<file path="src/rtl/psac_pkg.sv">
// Package for the pixel store with alpha compositing.
// Holds the opcode codes, the pixel type, register indexes and the divide-by-255 rounding.
// Used by the interfaces, the blend unit and the top level.
`default_nettype none
package psac_pkg;

	localparam int DEF_MAX_WIDTH  = 128;
	localparam int DEF_MAX_HEIGHT = 128;

	localparam int OP_W      = 3;
	localparam int COORD_W   = 7;
	localparam int CHAN_W    = 8;
	localparam int CFG_IDX_W = 1;
	localparam int CFG_DAT_W = 8;

	localparam logic [CHAN_W-1:0]    CHAN_MAX    = 8'hFF;
	localparam logic [CFG_DAT_W-1:0] WIDTH_RST   = 8'd128;
	localparam logic [CFG_DAT_W-1:0] HEIGHT_RST  = 8'd128;

	typedef enum logic [OP_W-1:0] {
		OP_READ   = 3'd0,
		OP_COPY   = 3'd1,
		OP_OPQ_PT = 3'd2,
		OP_OPQ_FL = 3'd3,
		OP_BLEND  = 3'd4,
		OP_FILL   = 3'd5
	} op_t;

	typedef enum logic [CFG_IDX_W-1:0] {
		CFG_WIDTH  = 1'b0,
		CFG_HEIGHT = 1'b1
	} cfg_idx_t;

	typedef struct packed {
		logic [CHAN_W-1:0] red;
		logic [CHAN_W-1:0] green;
		logic [CHAN_W-1:0] blue;
		logic [CHAN_W-1:0] alpha;
	} pixel_t;

	// round(p / 255) for p up to 255 * 255; an exact half cannot occur
	function automatic logic [CHAN_W-1:0] div255_round(input logic [15:0] p);
		logic [16:0] t;
		logic [16:0] s;
		t = {1'b0, p} + 17'd128;
		s = t + (t >> 8);
		return s[15:8];
	endfunction

endpackage
`default_nettype wire

</file>
<file path="src/rtl/psac_blend.sv">
// Blend unit: registered channel products, then rounding, sum and alpha saturation.
// Depends on psac_pkg for pixel_t and div255_round.
`default_nettype none
module psac_blend (
	input  wire logic             clk,
	input  wire logic             en,
	input  wire psac_pkg::pixel_t old_px,
	input  wire psac_pkg::pixel_t new_px,
	output psac_pkg::pixel_t      blend_px
);
	import psac_pkg::*;

	logic [15:0]       old_r_s1, old_g_s1, old_b_s1;
	logic [15:0]       new_r_s1, new_g_s1, new_b_s1;
	logic [CHAN_W:0]   asum_s1;
	logic [CHAN_W-1:0] inv_a;

	assign inv_a = CHAN_MAX - new_px.alpha;

	always_ff @(posedge clk) begin
		if (en) begin
			old_r_s1 <= 16'(inv_a) * 16'(old_px.red);
			old_g_s1 <= 16'(inv_a) * 16'(old_px.green);
			old_b_s1 <= 16'(inv_a) * 16'(old_px.blue);
			new_r_s1 <= 16'(new_px.alpha) * 16'(new_px.red);
			new_g_s1 <= 16'(new_px.alpha) * 16'(new_px.green);
			new_b_s1 <= 16'(new_px.alpha) * 16'(new_px.blue);
			asum_s1  <= {1'b0, old_px.alpha} + {1'b0, new_px.alpha};
		end
	end

	always_comb begin
		blend_px.red   = div255_round(old_r_s1) + div255_round(new_r_s1);
		blend_px.green = div255_round(old_g_s1) + div255_round(new_g_s1);
		blend_px.blue  = div255_round(old_b_s1) + div255_round(new_b_s1);
		blend_px.alpha = asum_s1[CHAN_W] ? CHAN_MAX : asum_s1[CHAN_W-1:0];
	end
endmodule
`default_nettype wire

</file>
<file path="config.mk">
export PLATFORM = sky130hd
export DESIGN_NAME = psac_blend
export DESIGN_NICKNAME = d
export VERILOG_FILES = /design/src/rtl/psac_pkg.sv /design/src/rtl/psac_blend.sv
export SDC_FILE = /design/constraint.sdc
export NUM_CORES = 1
export LEC_CHECK = 0
export ABC_AREA = 0
export BUFFER_PORTS_ARGS = -buffer_cell sky130_fd_sc_hd__clkbuf_2
export CORE_MARGIN = 2
export CORE_UTILIZATION = 50
export DETAILED_ROUTE_END_ITERATION = 16
export GPL_TIMING_DRIVEN = 1
export PLACE_DENSITY_LB_ADDON = 0.12
export SLEW_MARGIN = 20
export SYNTH_ARGS = -nofsm -noshare
export SYNTH_HDL_FRONTEND = slang
export SYNTH_SLANG_ARGS = --single-unit
</file>
<file path="constraint.sdc">
create_clock -name clk -period 4.8 [get_ports clk]
set_input_delay 0.48 -clock clk [delete_from_list [all_inputs] [get_ports clk]]
set_output_delay 0.48 -clock clk [all_outputs]
set_load 0.01 [all_outputs]
</file>
== Word-level counts from Yosys, hierarchy flattened ==
Index checks and enable logic that the tools add are counted.
Operators by class
  add/subtract/negate cells: 17
  multipliers: 6
  divide/modulo/power cells: 0
  magnitude comparators: 0
  equality and inequality tests: 0
  shift-type cells: 0
  mux-type cells: 1
  bitwise gates (word level): 0
  reduce and logical (&&, ||, !) cells: 0
Operators with widths (number)
  $add A16 B8 Y17 const B: 6
  $add A16 B9 Y16: 6
  $mul A8 B8 Y16: 6
  $add A8 B8 Y8: 3
  $add A8 B8 Y9: 1
  $mux W8: 1
  $sub A8 B8 Y8 const A: 1
Storage, ports and cells
  register bits: 105
  latch bits: 0
  RAM bits: 0
  memory bits (read-only): 0
  bits of input ports: 66
  word-level logic and storage cells: 31
  memories: 0

== Depth between registers and ports, before layout ==
Gate-level depths: netlist (run 1).
  word-level depth: 3
  mapped depth: 20

== Worst setup path before layout (run 1) ==
OpenSTA, ideal clock, no wires.
  kind: input to register
  from: in new_px[3] in the netlist's numbering
  to: reg old_g_s1[15], data pin
  arrival time: 4.515 ns
  path slack: 0.020 ns
  stages on the path: 16
  buffers on the path: 2
  cell sequence: clkbuf_1 -> clkbuf_1 -> nor2b_1 -> fa_1 -> fa_1 -> inv_1 -> fa_1 -> fa_1 -> inv_1 -> ha_1 -> o21ai_0 -> a21boi_0 -> o31a_1 -> o21bai_1 -> and3_1 -> or3_1
On the way
  word-level cells in the longest chain between the ends: 2
Ends and longest elaborated chain
  from (decl): line psac_blend.sv:8  | input wire psac_pkg::pixel_t new_px,
  $sub A8 B8 Y8: line psac_blend.sv:18  | assign inv_a = CHAN_MAX - new_px.alpha;
  $mul A8 B8 Y16: line psac_blend.sv:23  | old_g_s1 <= 16'(inv_a) * 16'(old_px.green);
  to (signal assigned): line psac_blend.sv:23
  to (decl): line psac_blend.sv:13  | logic [15:0] old_r_s1, old_g_s1, old_b_s1;
No other way between the ends.
A chain may end at the register's enable or synchronous reset.

==> results of run 1 <==
## area by class of cell
type	count	share of cell area [%]
Multi-Input combinational cell	1638	67.98
Timing Repair Buffer	298	9.092
Clock inverter	7	0.2266
Sequential cell	105	13.28
Clock buffer	9	0.9487
Inverter	362	5.734
Antenna cell	1	0.01054
Tap cell	518	2.730
## final timing paths
check,startpoint,endpoint,slack (ps),cells after the start
min,old_px[0],asum_s1[0],380,2
max,new_b_s1[7],blend_px[15],-170,20
## flip-flops by register name, indices dropped and copies added, names as in the netlist
signal and flops:
new_r_s1 16, old_b_s1 16, old_g_s1 16, asum_s1 9, new_g_s1 16, new_b_s1 16
old_r_s1 16
## cells by family after synthesis
| kind of cell | after synthesis | synth area share (%) |
|---|---|---|
| buf+inv | 407 | 7.700 |
| fa+ha+maj | 519 | 41.05 |
| xor+xnor | 151 | 6.880 |
| compound gates | 263 | 9.011 |
| mux | 1 | 0.05045 |
| flops | 105 | 15.89 |
| simple gates | 704 | 19.42 |
## critical path: cells and delay by family, from the launching register on
kind | cells | cell delay [ps]
buffers and inverters | 3 | 360
xor gates and xnor gates | 4 | 790
adders and majority gates | 2 | 670
and+or+nand+nor | 7 | 1240
DFF | 1 | 440
AOI/OAI and AO/OA | 4 | 600
## synthesized netlist by cell type (all sizes together) (7+ instances only)
master and n:
a211o 7, a21boi 7, a21o 27, a21oi 66
a31oi 7, and2 159, and3 12, clkbuf 45
edfxtp 105, fa 220, ha 299, inv 362
nand2 105, nand2b 42, nand3 39, nand4 13
nor2 101, nor2b 167, nor3 18, nor4 9
o211ai 13, o21a 32, o21ai 38, o21bai 10
o311ai 11, o31a 12, o41ai 8, or2 16
or4 9, xnor2 107, xor2 41
## layout by cell type, fill, tap and decap left out, types with 33 or more instances in the layout
master,instances
a21oi_1,44
and2_1,153
buf_4,187
clkbuf_2,94
edfxtp_1,105
fa_1,218
ha_1,279
inv_1,356
nand2_1,98
nand2b_1,41
nor2_1,86
nor2b_1,165
o21ai_0,33
xnor2_1,94
## report_power, final
| group | leakage [uW] | switching [uW] | internal, uW |
|---|---|---|---|
| Sequential | 0.00102 | 286 | 1570 |
| Combinational | 0.0102 | 6320 | 6090 |
| Clock | 0.000135 | 401 | 357 |
## timing repair
item	4_1_cts	5_1_grt
hold buffers	0	0
gates resized for setup	96	91
pin swaps	57	68
endpoints found under the setup margin	7	10
setup buffers	40	22
## per-layer routing
metal / up-vias / track usage [%] / wire [um]
met4: 4 / 5.735 / 872
met2: 230 / 41.82 / 22950
met1: 7560 / 30.69 / 21070
met5: - / 0 / 27
met3: 51 / 3.436 / 1660
li1: 7537 / - / -
## through the flow
step	cell area [um^2]	setup TNS (ps)	setup slack, ps	hold WS (ps)	cells
2_1_floorplan	19840	0	19.88	592.5	2150
3_3_place_gp	22010	-257.3	-83.83	783.4	2860
3_5_place_dp	22010	-755.3	-157.2	785.5	2860
4_1_cts	23100	-201.4	-176.8	359.0	2916
5_1_grt	23740	-812.0	-345.2	375.0	2937
6_report	23740	-293.5	-169.8	382.9	2938
==> results.md, run 1 <==
* Final wirelength at 46.58 mm
* Pins Over Slew Limit at 0
* Worst-Margin Slew at 567.5 ps
* CP startpoint kind: flip-flop
* Final Util at 61.00%
* EDFF count, synth at 105
* TritonCTS clock tree: done
* Crit share post-route at 103.5%
* Flop and latch count out of synthesis at 105
* Failing checks: setup timing
* Cell count after synthesis at 2150
* Num CTS Buffers at 9
* CP cell instances: and3_4, nand2_1, nor2_4, xnor2_2, inv_1, ha_1, nand3_4, a2111oi_4, a211oi_4, o21bai_4, or3_4, buf_4, xnor2_1, ha_1, nor3_1, nor2_2, o41ai_4, xnor2_1, xor3_1, clkbuf_2
* Worst Path Required at 4320 ps
* Synth top area cells: fa_1 (22%), ha_1 (19%), edfxtp_1 (16%)
* Floorplan Core Area at around 39000 um^2
* Initial Util at 50.98%
* All-layer global routing usage at 23.72%
* Std-Cell Rows at 72
* Worst-path clk slew at ~90 ps
* Detailed Place HPWL at 36.92 mm
* Grt ovf at 0
* Peak supply drop at between 1 and 1.5 mV
* Port Buf Inserts at 97
* Slowest cell delay on critical path at 440 ps
* Global placement routability congestion at 0.8173
* Height of the die at 203.2 um
* Pwr per Cell Area at 632.8 nW/um^2
* Post-route setup slack at -169.8 ps
* Mapped cell area at 19840 um^2
* Largest net degree at the start of global routing at 42
* CTS root buf: clkbuf_16
* Fin crit period at about 5000 ps
* H-tree levels at 3
* Die ar. at 41290 um^2
* CTS max path bufs at 2
* Synth warnings at 0
* FF+latch area at between 3000 and 4000 um^2
* Via count at 15.38k
* Normalized max-slew margin at 61.69%
* Antenna viol nets, final at 0
* RSZ-0062 raised after global routing: yes
* Post-synthesis sequential area ratio at 15.89%
* Worst Hold Class: input port to flip-flop
* Crit-path slowest cell: edfxtp_1
* Crit path DAT at 4490 ps
* Asr flop ratio synth at 0%
* Mean post-synth cell area at between 9 and 10 um^2
* Wire per inst at ~16 um
* DRC violations left at 0
* Max_cap viols at 0
* Antenna violations before repair at 2
* Synth unique cells at 54
* Final setup violation count at 2
* Footprint of the multi-input gates at between 15000 and 20000 um^2
* Io pins at 98
* Status: complete, but fails checks
* DR vias/cell at ~5.2
* # nets final at 2999
* Vias in the first global route at 16.44k
* Post-Syn Nets at 2735
* First-pass GRT wire length at 79.17 mm
* FMAX at approximately 200 MHz
* Fill count at ~3.4k
* WS Path Type: flip-flop to output port
* Leakage power at 0.01140 uW
* Num Clock Sinks at 105
* Crit. End Element: output port
* Share of cells above drive strength 1 at 19.68%
* P&R area growth vs syn at 19.64%
* Cell taking the most area after synthesis: fa_1
* Power, Total at roughly 15000 uW
* Die width at slightly above 200 um
* Main synth FF type: edfxtp_1
* First-pass DRT Iterations at 5
* Maximum fanout along the worst path at 3
* Final Hold Viols at 0
* Share of the synthesized area in the top cell type at 22.20%
* Starting DRT DRC Count at 637
No activity file was read; power rests on OpenSTA's default activity.
==> run 2, diff against run 1 <==
--- a/config.mk
+++ b/config.mk
@@ -7,8 +7,10 @@
 export LEC_CHECK = 0
 export ABC_AREA = 0
 export BUFFER_PORTS_ARGS = -buffer_cell sky130_fd_sc_hd__clkbuf_2
+export CELL_PAD_IN_SITES_DETAIL_PLACEMENT = 0
+export CELL_PAD_IN_SITES_GLOBAL_PLACEMENT = 2
 export CORE_MARGIN = 2
-export CORE_UTILIZATION = 50
+export CORE_UTILIZATION = 37
 export DETAILED_ROUTE_END_ITERATION = 16
 export GPL_TIMING_DRIVEN = 1
 export PLACE_DENSITY_LB_ADDON = 0.12
==> run 2 against run 1 <==
Compared with the run above:
- the run still ends with setup timing left
- non-clock buffer count increased by 37
- critical endpoint unchanged
- worst hold slack improved by 16 ps
- fmax increased by 1.0%
- setup slack improved by 50 ps
- die area increased by 34%
- largest power group unchanged
- routed wire length increased by 5.1%
- first-iteration DRC count decreased by 20%
- sequential share of layout area decreased by 0.41 points
==> results.md, run 2 (synthesis results as in run 1) <==
* Status: complete, but fails checks (unchanged)
* Failing checks: setup timing (unchanged)
* Sequential cell fraction of total power at 12.1% (was 12.4%)
* Crit. End Element: output port (unchanged)
* Floorplan Core Area at 52760 um^2 (was 38920 um^2)
* Peak supply drop at 1.277 mV (was 1.155 mV)
* Final Hold Viols at 0 (unchanged)
* Wire per inst at 15.57 um (was 15.85 um)
* RSZ-0062 raised after global routing: yes (unchanged)
* Detailed Place HPWL at 39.48 mm (was 36.92 mm)
* P_sw at 7150 uW (was 7005 uW)
* Global placement routability congestion at 0.8039 (was 0.8173)
* Worst Hold Class: input port to flip-flop (unchanged)
* Metal2 WL at 23.13 mm (was 22.95 mm)
* Final Util at 46.42% (was 61.00%)
* Worst Path Required at 4320 ps (about the same)
* Leakage power at 0.01162 uW (was 0.01140 uW)
* Internal Power at 8400 uW (was 8018 uW)
* Net Sw Frac at 45.98% (was 46.63%)
* Crit path DAT at 4440 ps (was 4490 ps)
* Final setup violation count at 1 (was 2)
* FF+latch area at 3153 um^2 (unchanged)
* Num Clock Sinks at 105 (unchanged)
* Die width at 235.6 um (was 203.2 um)
* Share of cells above drive strength 1 at 22.00% (was 19.68%)
* First-pass DRT Iterations at 5 (unchanged)
* Crit share post-route at 102.5% (was 103.5%)
* Via count at 15.35k (was 15.38k)
* Cts hold-fix bufs at 0 (unchanged)
* TritonCTS clock tree: done (unchanged)
* CTS max path bufs at 2 (unchanged)
* First-pass GRT wire length at 82.46 mm (was 79.17 mm)
* Final wirelength at 48.95 mm (was 46.58 mm)
* Clock power share at 4.8% (was 5.0%)
* CP cell instances: ha_4, nand3_4, nor2_4, buf_4, xnor2_4, inv_2, ha_4, nand3_4, a2111oi_4, a211oi_2, o21bai_4, or3_4, buf_4, and2_4, ha_4, o21a_1, o41ai_2, xnor2_1, xor3_1, clkbuf_2 (was and3_4, nand2_1, nor2_4, xnor2_2, inv_1, ha_1, nand3_4, a2111oi_4, a211oi_4, o21bai_4, or3_4, buf_4, xnor2_1, ha_1, nor3_1, nor2_2, o41ai_4, xnor2_1, xor3_1, clkbuf_2)
* Worst-path clk slew at 80 ps (was 90 ps)
* Io pins at 98 (unchanged)
* Die ar. at 55490 um^2 (was 41290 um^2)
* Fin crit period at 4920 ps (was 4970 ps)
* Footprint of the multi-input gates at 16380 um^2 (was 16140 um^2)
* All-layer global routing usage at 18.32% (was 23.72%)
* Max_cap viols at 0 (unchanged)
* Num CTS Buffers at 9 (unchanged)
* Starting DRT DRC Count at 511 (was 637)
* DRC violations left at 0 (unchanged)
* Antenna viol nets, final at 0 (unchanged)
* Initial Util at 37.61% (was 50.98%)
* Commonest non-fill, non-tap cell in the layout: inv_1 (unchanged)
* Post-Layout Cell Count at 3144 (was 2938)
* FMAX at 203.2 MHz (was 201.2 MHz)
* Met3 Wirelength at 1.339 mm (was 1.660 mm)
* Slowest cell delay on critical path at 460 ps (was 440 ps)
* Port Buf Inserts at 97 (unchanged)
* Vias in the first global route at 16.33k (was 16.44k)
* Std-Cell Rows at 84 (was 72)
* Height of the die at 235.6 um (was 203.2 um)
* # nets final at 3036 (was 2999)
* Setup TNS Final at -120.1 ps (was -293.5 ps)
* Post-route setup slack at -120.1 ps (was -169.8 ps)
* Critical path capture point: blend_px[15] (unchanged)
* Met1 WL at 23.97 mm (was 21.07 mm)
* Largest net degree at the start of global routing at 64 (was 42)
* Worst-Margin Slew at 876.9 ps (was 567.5 ps)
* Antenna violations before repair at 5 (was 2)
* Maximum fanout along the worst path at 4 (was 3)
* Fill count at 5155 (was 3442)
* Pins Over Slew Limit at 0 (unchanged)
* CTS root buf: clkbuf_16 (unchanged)
* WS Path Type: flip-flop to output port (unchanged)
* Placed Cells at 3063 (was 2860)
* CP startpoint kind: flip-flop (unchanged)
* Most frequent cells in the layout: inv_1 (355), ha_1 (270), buf_4 (220) (was inv_1 (356), ha_1 (279), fa_1 (218))
* Grt ovf at 0 (unchanged)
* Most frequent cell on the critical path: ha_4
* DR vias/cell at 4.882 (was 5.236)
* Crit path from: new_b_s1[8] (was new_b_s1[7])
* Power share of the combinational group at 83.2% (was 82.6%)
* H-tree levels at 3 (unchanged)
* Pwr per Cell Area at 635.0 nW/um^2 (was 632.8 nW/um^2)
* P&R area growth vs syn at 23.43% (was 19.64%)
* DR top layer: met5 (unchanged)
* Normalized max-slew margin at 41.54% (was 61.69%)
* Crit-path slowest cell: edfxtp_1 (unchanged)
run 2: cell types whose count changed in the layout (fill, tap and decap cells not counted), moves of 3 or more:
cell / before / now
xnor2_2: 9 / 18
ha_1: 279 / 270
ha_4: 14 / 23
buf_4: 187 / 220
xnor2_1: 94 / 86
xor2_1: 23 / 19
and3_4: 2 / 5
xor2_4: 0 / 3
run 2: worst max-delay path, delay by kind of cell, from the launching register on:
kind | cells | cell delay [ps]
fa+ha+maj | 3 | 710
buf+inv | 4 | 520
compound gates | 5 | 1030
xor+xnor | 3 | 570
simple gates | 5 | 770
flops | 1 | 460
run 2: how the worst min path moves through the flow:
stage / from / end / depth (start not counted)
final: old_px[0] / asum_s1[0] / 2
after global routing: old_px[0] / asum_s1[0] / 2
after CTS: old_px[0] / asum_s1[0] / 2
after detailed placement: old_px[0] / asum_s1[0] / 2
after global placement: old_px[0] / asum_s1[0] / 2
after floorplan: en / asum_s1[0] / 0
run 2: power groups by stage:
stage / sequential [uW] / clock [uW] / combinational, uW
floorplan: 1780 / 0 / 7220
global placement: 1820 / 0 / 10800
detailed placement: 1810 / 0 / 10900
CTS: 1850 / 777 / 12300
global route: 1920 / 800 / 14500
finish: 1880 / 743 / 12900
run 2: cell type report:
cell class                      instances  share of cell area (%)
Sequential cell                       105                   12.87
Timing Repair Buffer                  335                   10.08
Clock buffer                           10                  0.9349
Tap cell                              688                   3.515
Multi-Input combinational cell       1638                   66.90
Clock inverter                          5                  0.1379
Antenna cell                            1                 0.01022
Inverter                              362                   5.548
run 2: through the flow:
stage / hold WS [ps] / total power [uW] / instance area [um^2] / setup slack (ps)
global route: 398.1 / 17200 / 24490 / -341.8
detailed placement: 807.0 / 12710 / 22500 / -160.4
finish: 398.4 / 15550 / 24490 / -120.1
CTS: 373.6 / 14970 / 23850 / -283.2
floorplan: 592.5 / 9000 / 19840 / 19.88
global placement: 801.3 / 12640 / 22500 / -66.26
run 2: metal layers:
layer / global-route usage, % / vias to the layer above
li1: - / 7612
met1: 25.12 / 7556
met2: 31.04 / 142
met3: 2.556 / 31
met4: 3.301 / 8
met5: 0 / -
run 2: what timing repair did:
item / 4_1_cts / 5_1_grt
endpoints found under the setup margin: 8 / 9
pin swaps: 78 / 58
buffers inserted: 48 / 18
gates resized for setup: 139 / 87
gates cloned: 0 / 0
